### src/bmg_pkg.sv
// Shared types and constants for the Box-Muller Gaussian transform pipeline.
package bmg_pkg;

    localparam int UNIFORM_BITS = 32;
    localparam int FRAC_BITS    = 16;
    localparam int OUT_W        = FRAC_BITS + 4;

    // log2 by repeated squaring
    localparam int X_W       = UNIFORM_BITS + 1;
    localparam int P_W       = $clog2(X_W);
    localparam int MANT_W    = 32;
    localparam int LOG_FRAC  = 24;
    localparam int LOG_STEPS = LOG_FRAC;
    localparam int K_W       = $clog2(UNIFORM_BITS + 1);
    localparam int N_W       = LOG_FRAC + K_W;
    localparam logic [31:0] TWO_LN2_Q31 = 32'hB17217F8;
    localparam int S_W       = N_W + 32 - 7;

    // digit-by-digit square root, two bits of the radicand per cell
    localparam int SQRT_STEPS = (S_W + 1) / 2;
    localparam int V_W        = 2 * SQRT_STEPS;
    localparam int R_W        = SQRT_STEPS;
    localparam int REM_W      = R_W + 2;

    // trig, Q.30
    localparam int Q_W    = 30;
    localparam int TRIG_W = Q_W + 1;
    localparam logic [TRIG_W-1:0] ONE_Q30     = TRIG_W'(1) << Q_W;
    localparam logic [30:0]       HALF_PI_Q30 = 31'd1686629713;
    localparam int HORNER_STEPS = 5;
    localparam int SH_W         = 6;

    // output scaling
    localparam int PROD_W   = R_W + TRIG_W;
    localparam int ROUND_SH = 54 - FRAC_BITS;
    localparam int MAG_W    = PROD_W + 1 - ROUND_SH;
    localparam logic [MAG_W-1:0] SAT_LIM = MAG_W'(1) << (FRAC_BITS + 3);

    localparam logic [63:0] ONE64 = 64'd1;

    typedef struct packed {
        logic [31:0] ph;
        logic        last;
    } side_t;

    typedef struct packed {
        logic [MANT_W-1:0]   m;
        logic [LOG_FRAC-1:0] frac;
        logic [K_W-1:0]      k;
    } log_t;

    typedef struct packed {
        logic [V_W-1:0]   v;
        logic [REM_W-1:0] rem;
        logic [R_W-1:0]   root;
    } sqrt_t;

    typedef struct packed {
        logic [Q_W-1:0] th;
        logic [Q_W-1:0] t2;
        logic [1:0]     quad;
        logic           swap;
        logic [R_W-1:0] r;
        logic           last;
    } ang_t;

    typedef struct packed {
        logic [TRIG_W-1:0] s;
        logic [TRIG_W-1:0] c;
    } trig_t;

    // reciprocal multipliers: floor(y / k) = (y * m) >> sh for y < 2^30
    typedef struct packed {
        logic [31:0]     m_sin;
        logic [SH_W-1:0] sh_sin;
        logic [31:0]     m_cos;
        logic [SH_W-1:0] sh_cos;
    } horner_k_t;

    localparam horner_k_t HORNER_K [HORNER_STEPS] = '{
        '{32'(((ONE64 << 37) + 64'd109) / 64'd110), 6'd37,
          32'(((ONE64 << 37) + 64'd89) / 64'd90),   6'd37},
        '{32'(((ONE64 << 37) + 64'd71) / 64'd72),   6'd37,
          32'(((ONE64 << 36) + 64'd55) / 64'd56),   6'd36},
        '{32'(((ONE64 << 36) + 64'd41) / 64'd42),   6'd36,
          32'(((ONE64 << 35) + 64'd29) / 64'd30),   6'd35},
        '{32'(((ONE64 << 35) + 64'd19) / 64'd20),   6'd35,
          32'(((ONE64 << 34) + 64'd11) / 64'd12),   6'd34},
        '{32'(((ONE64 << 33) + 64'd5) / 64'd6),     6'd33,
          32'(((ONE64 << 31) + 64'd1) / 64'd2),     6'd31}
    };

endpackage

### src/bmg_log_cell.sv
// One squaring step of the log2 chain: yields one fraction bit per cell.
module bmg_log_cell import bmg_pkg::*; (
    input  logic  clk,
    input  logic  rst_n,
    input  logic  adv,
    input  logic  src_valid,
    input  log_t  src_log,
    input  side_t src_side,
    output logic  dst_valid,
    output log_t  dst_log,
    output side_t dst_side
);

    logic [2*MANT_W-1:0] sq;
    logic [MANT_W:0]     sh;
    logic                carry;
    log_t                log_next;
    logic                valid_reg;
    log_t                log_reg;
    side_t               side_reg;

    always_comb
    begin
        sq             = {{MANT_W{1'b0}}, src_log.m} * {{MANT_W{1'b0}}, src_log.m};
        sh             = sq[2*MANT_W-1:MANT_W-1];
        carry          = sh[MANT_W];
        log_next.m     = carry ? sh[MANT_W:1] : sh[MANT_W-1:0];
        log_next.frac  = {src_log.frac[LOG_FRAC-2:0], carry};
        log_next.k     = src_log.k;
    end

    always_ff @(posedge clk or negedge rst_n)
    begin
        if (!rst_n)
        begin
            valid_reg <= 1'b0;
        end
        else if (adv)
        begin
            valid_reg <= src_valid;
        end
    end

    always_ff @(posedge clk)
    begin
        if (adv)
        begin
            log_reg  <= log_next;
            side_reg <= src_side;
        end
    end

    assign dst_valid = valid_reg;
    assign dst_log   = log_reg;
    assign dst_side  = side_reg;

`ifndef ASSERT_OFF
    // mantissa stays normalised to [1,2)
    a_mant_norm: assert property (@(posedge clk) disable iff (!rst_n)
        dst_valid |-> dst_log.m[MANT_W-1])
        else $error("log mantissa lost normalisation");
`endif

endmodule

### config.mk
export PLATFORM = sky130hd
export DESIGN_NAME = bmg_log_cell
export DESIGN_NICKNAME = d
export VERILOG_FILES = /design/src/bmg_pkg.sv /design/src/bmg_log_cell.sv
export SDC_FILE = /design/constraint.sdc
export NUM_CORES = 2
export LEC_CHECK = 0
export BUFFER_PORTS_ARGS = -buffer_cell sky130_fd_sc_hd__clkbuf_2
export CORE_UTILIZATION = 65
export DETAILED_ROUTE_END_ITERATION = 10
export PLACE_DENSITY_LB_ADDON = 0.2
export REMOVE_ABC_BUFFERS = 1
export SLEW_MARGIN = 20
export SYNTH_ARGS = -nofsm -noshare
export SYNTH_HDL_FRONTEND = slang
export SYNTH_SLANG_ARGS = --single-unit
### constraint.sdc
create_clock -name clk -period 1 [get_ports clk]
set_input_delay 0.05 -clock clk [delete_from_list [all_inputs] [get_ports clk]]
set_output_delay 0.05 -clock clk [all_outputs]
set_load 0.02 [all_outputs]
======== Word level (Yosys, flattened, before mapping) ========
Index checks and enable logic that the tools add are counted.
Widths: inputs -> output; s select.
storage, ports and cells
  register bits ........................... 96
  input port bits ......................... 99
operators by class
  muxes and demuxes ....................... 1
  multiply operators ...................... 1
operators by type and width
  kind            count
  $mul 32x32->64  1
  $mux 31         1

======== Longest topological paths before layout ========
  word-level depth ........................ 2
  depth in mapped cells ................... 32

======== Worst setup path after synthesis ========
Ideal clock, no wire load.
  path kind ............................... in2reg
  from .................................... input port src_log[56] (netlist name)
  to ...................................... register log_reg (netlist bit dst_log[60]) (data pin)
  library setup time ...................... 262 ps
  slack ................................... -6715 ps
  stages on the path ...................... 29
  data arrival time ....................... 7453 ps
  buffers on the path ..................... 3
  cells stage by stage .................... clkbuf_1 > clkbuf_1 > nand2_1 > fa_1 > fa_1 > inv_1 > fa_1 > inv_1 > fa_1 > inv_1 > fa_1 > fa_1 > fa_1 > inv_1 > fa_1 > inv_1 > ha_1 > nand4_1 > nor2_1 > or4b_4 > nor3_2 > o21ai_2 > a311oi_2 > o21ai_2 > mux2i_1 > nor2_2 > buf_6 > inv_2 > mux2_1
RTL lines
  what                    line                text
  start: declaration      bmg_log_cell.sv:7   input log_t src_log,
  end signal: assignment  bmg_log_cell.sv:48  log_reg <= log_next;
  end: declaration        bmg_log_cell.sv:19  log_t log_reg;

==> results.txt <==
status - complete, but fails checks
violated checks - setup timing
ANT nets after route - 0
Die Height - 226 um
Layout area overhead - 25.3%
DRC Markers - 0
first-pass iteration count of the detailed router - 5
gr ovfl total - 0
final std cells w/o fill - 4721
Post-Syn Instances - 3291
RSZ-0062 raised after global routing - yes
initial DRC count - 2187
final wirelength - 99.4 mm
layout cell share with drive strength beyond 1 - 0.237
Final nets - 5241
clock buffer count from CTS - 9
Initial Util - 0.661
gpl congestion - 1.01
relative slew slack - 0.634
CP max stage delay - 590 ps
crit path capture type - flip-flop
row count - 81
post-route cell area - 40700 um^2
Final Hold Fails - 0
syn_area_per_cell - 9.88 um^2
# setup viols final - 56
TritonCTS clock tree - done
initial antenna violation count - 3
Crit Path Class - in -> reg
Max FO, Critical Path - 14
Mapped Area - 32500 um^2
most frequent cells in the layout - 970 x inv_1, 772 x fa_1, 559 x buf_4, 292 x nand2_1, 281 x ha_1
root buffer cell - clkbuf_16
H-tree levels - 3
Port Buffers - 193
DR WL/cell - 21.1 um
first-pass GRT wire length - 152 mm
Final min period - 7600 ps
largest net degree at the start of global routing - 36
Total Routing Usage GR - 0.397
Post-synth EDFFs - 95
worst slew pin tran - 535 ps
leading cell type in the layout, fill and taps excluded - inv_1
total clock sinks - 96
Vias/cell - 5.50
vias post-DR - 26000
Syn. warnings - 0
die width - 226 um
CORE AREA - 49200 um^2
slowest CP cell - fa_1
worst setup margin - -6600 ps
Detail Placement HPWL - 77.7 mm
placed inst area - 38400 um^2
Skew-Pair Late Insertion Delay - 350 ps
Post-Place Cells - 4607
Critical Path RT - 1110 ps
Top Family by Delay on Critical Path - adder cells
IO Pins - 195
Synth area leader - fa_1
Worst Reg-to-Reg Cells - 1
share of the synthesized area in the top cell type - 0.487
Yosys reg bits - 96
Die Area - 50900 um^2
vias in the first global route - 29600
Startpoint Class - primary input
Worst-path clk slew - 70 ps
Max Cap Violations - 0
fmax - 132 MHz
post-synthesis async set-or-reset flop share - 0.0104
top_reg_cell synth - edfxtp_1
Worst Hold Depth - 2
Buf/Inv on CP - 6
Seq/Total Area, Yosys - 0.0885
Slew Viols, Final - 0
Area contributors post-synth - fa_1 49%, ha_1 12%, inv_1 11%
Max Buffers Root-to-Sink - 2
most used cell, CP - fa_1
Hold Path Class - in -> reg
Fillers - 2797
crit path DAT - 7710 ps
synth unique cells - 70
Crit path depth - 26
Final Cycle Share - 7.60
clk_skew - 0 ps
## area by class of cell
| type | instances | area [um^2] | share of cell area |
|---|---|---|---|
| Timing Repair Buffer | 862 | 6960 | 0.171 |
| Clock buffer | 9 | 225 | 0.00553 |
| Multi-Input combinational cell | 2097 | 26000 | 0.639 |
| Tap cell | 664 | 831 | 0.0204 |
| Sequential cell | 96 | 2880 | 0.0707 |
| Clock inverter | 7 | 126 | 0.00310 |
| Antenna cell | 1 | 2.50 | 0.0000615 |
| Inverter | 985 | 3700 | 0.0908 |
## path summary, 6_finish.rpt
path                               end  slack [ps]   startpoint
min reg2reg                  dst_valid         610    dst_valid
max in group asynchronous    dst_valid         370        rst_n
min in group asynchronous    dst_valid         530        rst_n
max                        dst_log[46]       -6600  src_log[50]
max reg2reg                  dst_valid         180    dst_valid
min                        dst_log[44]         180          adv
## through the flow
stage          hold WS, ps   util  setup WS (ps)  setup TNS, ps
6_report               185  0.828          -6600        -217250
5_1_grt                184  0.828          -6760        -222860
4_1_cts                171  0.814          -6360        -209060
3_5_place_dp          -173  0.781          -7050        -230730
3_3_place_gp          -175  0.781          -6990        -229030
2_1_floorplan         -246      -          -7240        -235010
## metal layers
metal / vias up / GRT usage / wire, um
li1: 11200 / - / -
met1: 13100 / 0.465 / 34400
met2: 1258 / 0.690 / 50200
met3: 446 / 0.0718 / 7940
met4: 2 / 0.223 / 6860
met5: - / 0 / 8
## flip-flops by register name, summed over array words and instances, names as in the netlist
| register | count |
|---|---|
| dst_valid | 1 |
| dst_side | 33 |
| dst_log | 62 |
## cell families (layout without fill, tap and decap cells)
| kind of cell | Yosys count | in the layout | share of synthesized area |
|---|---|---|---|
| buf+inv | 1098 | 1863 | 0.128 |
| fa+ha+maj | 1091 | 1091 | 0.603 |
| simple gates | 674 | 674 | 0.102 |
| compound gates | 218 | 218 | 0.0438 |
| flops | 96 | 96 | 0.0885 |
| xor+xnor | 79 | 79 | 0.0213 |
| mux | 35 | 35 | 0.0143 |
| other cells | 0 | 1 | 0 |
## synthesized netlist by cell type (3+ instances only)
cell	n
mux2_4	22
a21boi_0	3
a2111oi_0	3
nor3_1	10
and2_1	226
a31o_2	11
buf_6	3
buf_2	4
clkbuf_1	106
or2_2	7
nand2_1	300
edfxtp_1	95
a41oi_1	3
nor2b_1	12
xor2_1	33
o21ai_0	38
and3_1	5
inv_1	983
o21a_1	11
fa_1	791
xnor2_1	46
a31oi_1	7
or3_1	5
nand2b_1	8
nor2_1	65
ha_1	300
nand4_1	16
nand3_1	8
a211oi_1	5
a21o_1	17
o21bai_1	14
mux2i_1	9
a21oi_1	73
o21ai_1	3
## repair_timing
| action | CTS | global route |
|---|---|---|
| hold buffers | 65 | 0 |
| buffers inserted | 15 | 10 |
| pin swaps | 13 | 42 |
| cloned | 1 | 6 |
| hold endpoints to repair | 64 | 0 |
| setup endpoints to repair | 56 | 68 |
| resized for setup | 91 | 182 |
Power is not shown: default switching activity piles up to over one toggle a cycle in this logic, so the estimate is an artifact.
