<file path="config.mk">
export PLATFORM = sky130hd
export DESIGN_NAME = bmg_sqrt_cell
export DESIGN_NICKNAME = d
export VERILOG_FILES = /design/src/bmg_pkg.sv /design/src/bmg_sqrt_cell.sv
export SDC_FILE = /design/constraint.sdc
export NUM_CORES = 1
export LEC_CHECK = 0
export ABC_AREA = 1
export BUFFER_PORTS_ARGS = -buffer_cell sky130_fd_sc_hd__buf_2
export CAP_MARGIN = 10
export CELL_PAD_IN_SITES_DETAIL_PLACEMENT = 0
export CELL_PAD_IN_SITES_GLOBAL_PLACEMENT = 2
export CORE_ASPECT_RATIO = 0.9
export CORE_MARGIN = 3
export CORE_UTILIZATION = 30
export DETAILED_ROUTE_END_ITERATION = 8
export GPL_TIMING_DRIVEN = 0
export PLACE_DENSITY_LB_ADDON = 0.12
export SLEW_MARGIN = 20
export SYNTH_ARGS = -nofsm -noshare
export SYNTH_HDL_FRONTEND = slang
export SYNTH_SLANG_ARGS = --single-unit
</file>
<file path="constraint.sdc">
create_clock -name clk -period 1.2 [get_ports clk]
set_input_delay 0.06 -clock clk [delete_from_list [all_inputs] [get_ports clk]]
set_output_delay 0.06 -clock clk [all_outputs]
set_load 0.05 [all_outputs]
</file>
<file path="src/bmg_pkg.sv">
// Shared types and constants for the Box-Muller Gaussian transform pipeline.
package bmg_pkg;

    localparam int UNIFORM_BITS = 32;
    localparam int FRAC_BITS    = 16;
    localparam int OUT_W        = FRAC_BITS + 4;

    // log2 by repeated squaring
    localparam int X_W       = UNIFORM_BITS + 1;
    localparam int P_W       = $clog2(X_W);
    localparam int MANT_W    = 32;
    localparam int LOG_FRAC  = 24;
    localparam int LOG_STEPS = LOG_FRAC;
    localparam int K_W       = $clog2(UNIFORM_BITS + 1);
    localparam int N_W       = LOG_FRAC + K_W;
    localparam logic [31:0] TWO_LN2_Q31 = 32'hB17217F8;
    localparam int S_W       = N_W + 32 - 7;

    // digit-by-digit square root, two bits of the radicand per cell
    localparam int SQRT_STEPS = (S_W + 1) / 2;
    localparam int V_W        = 2 * SQRT_STEPS;
    localparam int R_W        = SQRT_STEPS;
    localparam int REM_W      = R_W + 2;

    // trig, Q.30
    localparam int Q_W    = 30;
    localparam int TRIG_W = Q_W + 1;
    localparam logic [TRIG_W-1:0] ONE_Q30     = TRIG_W'(1) << Q_W;
    localparam logic [30:0]       HALF_PI_Q30 = 31'd1686629713;
    localparam int HORNER_STEPS = 5;
    localparam int SH_W         = 6;

    // output scaling
    localparam int PROD_W   = R_W + TRIG_W;
    localparam int ROUND_SH = 54 - FRAC_BITS;
    localparam int MAG_W    = PROD_W + 1 - ROUND_SH;
    localparam logic [MAG_W-1:0] SAT_LIM = MAG_W'(1) << (FRAC_BITS + 3);

    localparam logic [63:0] ONE64 = 64'd1;

    typedef struct packed {
        logic [31:0] ph;
        logic        last;
    } side_t;

    typedef struct packed {
        logic [MANT_W-1:0]   m;
        logic [LOG_FRAC-1:0] frac;
        logic [K_W-1:0]      k;
    } log_t;

    typedef struct packed {
        logic [V_W-1:0]   v;
        logic [REM_W-1:0] rem;
        logic [R_W-1:0]   root;
    } sqrt_t;

    typedef struct packed {
        logic [Q_W-1:0] th;
        logic [Q_W-1:0] t2;
        logic [1:0]     quad;
        logic           swap;
        logic [R_W-1:0] r;
        logic           last;
    } ang_t;

    typedef struct packed {
        logic [TRIG_W-1:0] s;
        logic [TRIG_W-1:0] c;
    } trig_t;

    // reciprocal multipliers: floor(y / k) = (y * m) >> sh for y < 2^30
    typedef struct packed {
        logic [31:0]     m_sin;
        logic [SH_W-1:0] sh_sin;
        logic [31:0]     m_cos;
        logic [SH_W-1:0] sh_cos;
    } horner_k_t;

    localparam horner_k_t HORNER_K [HORNER_STEPS] = '{
        '{32'(((ONE64 << 37) + 64'd109) / 64'd110), 6'd37,
          32'(((ONE64 << 37) + 64'd89) / 64'd90),   6'd37},
        '{32'(((ONE64 << 37) + 64'd71) / 64'd72),   6'd37,
          32'(((ONE64 << 36) + 64'd55) / 64'd56),   6'd36},
        '{32'(((ONE64 << 36) + 64'd41) / 64'd42),   6'd36,
          32'(((ONE64 << 35) + 64'd29) / 64'd30),   6'd35},
        '{32'(((ONE64 << 35) + 64'd19) / 64'd20),   6'd35,
          32'(((ONE64 << 34) + 64'd11) / 64'd12),   6'd34},
        '{32'(((ONE64 << 33) + 64'd5) / 64'd6),     6'd33,
          32'(((ONE64 << 31) + 64'd1) / 64'd2),     6'd31}
    };

endpackage

</file>
<file path="src/bmg_sqrt_cell.sv">
// One restoring square-root step: consumes two radicand bits, yields one root bit.
module bmg_sqrt_cell import bmg_pkg::*; (
    input  logic  clk,
    input  logic  rst_n,
    input  logic  adv,
    input  logic  src_valid,
    input  sqrt_t src_sqrt,
    input  side_t src_side,
    output logic  dst_valid,
    output sqrt_t dst_sqrt,
    output side_t dst_side
);

    logic [REM_W-1:0] rem2;
    logic [REM_W-1:0] trial;
    sqrt_t            sqrt_next;
    logic             valid_reg;
    sqrt_t            sqrt_reg;
    side_t            side_reg;

    always_comb
    begin
        rem2        = {src_sqrt.rem[REM_W-3:0], src_sqrt.v[V_W-1:V_W-2]};
        trial       = {src_sqrt.root, 2'b01};
        sqrt_next.v = {src_sqrt.v[V_W-3:0], 2'b00};
        if (rem2 >= trial)
        begin
            sqrt_next.rem  = rem2 - trial;
            sqrt_next.root = {src_sqrt.root[R_W-2:0], 1'b1};
        end
        else
        begin
            sqrt_next.rem  = rem2;
            sqrt_next.root = {src_sqrt.root[R_W-2:0], 1'b0};
        end
    end

    always_ff @(posedge clk or negedge rst_n)
    begin
        if (!rst_n)
        begin
            valid_reg <= 1'b0;
        end
        else if (adv)
        begin
            valid_reg <= src_valid;
        end
    end

    always_ff @(posedge clk)
    begin
        if (adv)
        begin
            sqrt_reg <= sqrt_next;
            side_reg <= src_side;
        end
    end

    assign dst_valid = valid_reg;
    assign dst_sqrt  = sqrt_reg;
    assign dst_side  = side_reg;

`ifndef ASSERT_OFF
    // partial remainder never exceeds twice the partial root
    a_rem_bound: assert property (@(posedge clk) disable iff (!rst_n)
        dst_valid |-> (dst_sqrt.rem <= REM_W'({dst_sqrt.root, 1'b0})))
        else $error("sqrt remainder out of bound");
`endif

endmodule

</file>
Yosys cells after proc, flatten, opt, wreduce, memory -nomap -nowiden

Cells that the tools add are included.

Register bits: 146
Word-level logic and storage cells: 9
Output and inout bits: 148
Input port bits: 151

Multiplexer cells: 1
Add/sub/neg operators: 1
Magnitude comparators: 1

Operators with widths:

| cell             | count |
|---|---|
| $mux W58         | 1 |
| $ge A30 B30 Y1   | 1 |
| $sub A30 B30 Y30 | 1 |

Depth between registers and ports, before layout

Depth in word-level cells: 2
Gate-level depth with buffers: 15
Depth with buffers taken out: 14

Worst setup path after synthesis

OpenSTA, ideal clock, no wires.

Path kind: input-to-reg
Start: in src_sqrt[10] in the netlist's numbering
End: reg sqrt_reg, in the netlist dst_sqrt[33], data pin
Arrival: 1.375 ns
Setup time: 0.252 ns
Cell stages on the path: 12
Path slack: -0.427 ns
Required time: 0.948 ns
Cell sequence: inv_1 > ha_1 > nand2_2 > nor2_2 > and3_1 > nand3_2 > nand3_2 > nand2_2 > buf_6 > buf_6 > nand3_2 > nand2_1

RTL lines:

| element              | RTL line            | text |
|---|---|---|
| start, declared      | bmg_sqrt_cell.sv:7  | `input sqrt_t src_sqrt,` |
| end signal, assigned | bmg_sqrt_cell.sv:54 | `sqrt_reg <= sqrt_next;` |
| end, declared        | bmg_sqrt_cell.sv:18 | `sqrt_t sqrt_reg;` |

==> reports/metrics.cfg <==
[outcome]
outcome = finished, violations left
violations = setup timing

[timing]
setup_ws_ps = -198
fin_skew_ps = 0
drv_slew = 0
hold_ws_ps = 20.3
setup_violations = 31
finalCriticalPeriod_ps = 1400
rsz0062_at_grt = yes
fmax_ghz = 0.715
tightest_slew_ps = 554
fin_crit_sh_pct = 116
maxSlewHeadroom_pct = 63.1
hold_viol = 0

[routing]
ant_nets = 0
wl_per_cell_um = 17.0
first_pass_iters = 6
drt-initial-drc-count = 467
wirelength_mm = 27.1
vias = 6910
drc = 0
routed_via_density = 4.35

[clock_network]
cts_tree = done
htreeDepth = 4
cts_buffers = 17
path_clk_slew_ps = 70
clockBufferDepth = 2
root_buffer = clkbuf_16
clk_latency_ps = 420
clock-sinks = 146

[placed_design]
pre_cts_ws_ps = -807
gp_routability_congestion = 0.827
hpwl_mm = 19.4
placement.io_buffers = 294
placed_area_mm2 = 0.00975

[floorplan]
core_area_mm2 = 0.0237
die_area_mm2 = 0.0265
start_util_pct = 31.0
die_w_um = 171
rows = 53
die_y_um = 155
io_pins = 299

[setup_path]
cp.arrival_ps = 1700
crit_path_max_fanout = 6
cp-start-kind = input pin
worstSetupEndpointType = flop
crit_type = in -> reg
worstPathRequired_ps = 1500

[synthesis]
synth_cells = 762
yosysSeqAreaShare_pct = 59.5
synth_area_mm2 = 0.00736
avgSynthCellArea_um2 = 9.66
ys_types = 26
ys.warnings.count = 0
synth_seq_cells = 146

[flow_run]
drv_cap = 0

[final_layout]
nets = 1454
final_common_cell = buf_2
drive_above_1_share_pct = 47.4
finalInstanceArea_mm2 = 0.0131
syn_to_final_growth_pct = 78.3
final_cell_mix = buf_2 (260), nand2_1 (189), edfxtp_1 (145)

[global_routing]
grt_use_met3_pct = 4.80
met1_usage_pct = 25.7
antenna_found_initial = 1
grt-busiest-layer = met2
gr-usage-all-layers_pct = 20.1
grt_pass1_wl_mm = 40.7
grt_max_degree = 101
grt_use_met2_pct = 34.7
grt_pass1_vias = 7143
globalRouteOverflowTotal = 0

[power_and_ir_drop]
powerDensity_mw_per_mm2 = 1330
ir_worst_vdd_mv = 0.620
power_uw = 17500
power.leakage_uw = 0.00615

[hold_path]
hold_path_class = in -> reg

-- cell type report --
class,instances,area (µm²)
fill,2200,10600
buffer,11,151
clock buffer,17,425
antenna,1,2.50
timing repair buffer,491,3700
multi-input combinational,465,3340
clock inverter,15,189
sequential,146,4380
inverter,141,562
tap,302,378
-- worst max-delay path, cell delays in order --
cell and delay (ps):
buf_8 80, inv_4 30, ha_4 280, nand2_4 80
nor2_4 160, nand2_2 100, buf_6 130, nor2_4 60
nand4_1 130, nand3_4 230, clkbuf_16 210, nand3_4 80
nand2_2 80
-- routing by layer --
metal / up-vias / wire (µm)
met3: 19 / 1690
met1: 3204 / 11700
li1: 3487 / -
met5: - / 0
met2: 200 / 13400
met4: 0 / 261
-- kinds of logic after synthesis --
logic type | share of synthesized area [%]
flops | 59.5
compound gates | 1.39
other cells | 0.0509
buf+inv | 8.60
mux | 0.153
xor+xnor | 1.67
fa+ha+maj | 5.10
simple gates | 23.5
-- cells in the mapped netlist --
library cell | n | area [µm²]
conb_1 | 1 | 3.75
a21oi_1 | 17 | 85.1
dfrtp_1 | 1 | 25.0
xor2_1 | 13 | 114
nand3_2 | 14 | 140
buf_4 | 2 | 15.0
o21ai_0 | 2 | 10.0
mux2_2 | 1 | 11.3
inv_1 | 140 | 526
nand4_1 | 7 | 43.8
ha_1 | 30 | 375
o21bai_1 | 1 | 7.51
xnor2_1 | 1 | 8.76
nand2_2 | 6 | 37.5
nor3_1 | 1 | 5.00
nand3b_1 | 5 | 37.5
inv_2 | 1 | 3.75
nand3_1 | 59 | 295
nor2_1 | 37 | 139
buf_6 | 7 | 78.8
and2_1 | 2 | 12.5
nand2_1 | 259 | 972
and3_1 | 1 | 6.26
edfxtp_1 | 145 | 4350
nor2_2 | 7 | 43.8
buf_2 | 2 | 10.0
-- path summary, 6_finish.rpt --
kind                                end  slack (ps)    startpoint  cells past startpoint
min in group asynchronous     dst_valid         520         rst_n                      3
max                        dst_sqrt[50]        -200  src_sqrt[13]                     13
max in group asynchronous     dst_valid         580         rst_n                      3
min reg2reg                   dst_valid         510     dst_valid                      1
max reg2reg                   dst_valid         460     dst_valid                      1
min                        dst_sqrt[54]          20  src_sqrt[52]                      3
-- what timing repair did --
item,in CTS,in global routing
pin swaps,42,61
setup endpoints to repair,31,31
cloned,4,1
endpoints found under the hold margin,143,0
buffers inserted,39,8
resized for setup,165,83
hold buffers,144,0
-- state kept, by name, indices dropped and copies added, names as in the netlist --
register   cells
dst_side      33
dst_sqrt     112
dst_valid      1
-- power by group --
| group | switching, µW | internal (µW) | total (µW) |
|---|---|---|---|
| Combinational | 3600 | 1960 | 5560 |
| Clock | 2640 | 3010 | 5650 |
| Sequential | 103 | 6160 | 6260 |
| Total | 6340 | 11100 | 17500 |
-- metrics by stage --
| step | TNS [ps] | util (%) | instances |
|---|---|---|---|
| global route | -7030 | 55.3 | 1588 |
| floorplan | -9420 | - | 763 |
| CTS | -3200 | 53.6 | 1579 |
| global placement | -275150 | 40.9 | 1359 |
| detailed placement | -27830 | 41.1 | 1360 |
| finish | -4700 | 55.3 | 1589 |
Power figures use the tool's default switching activity.
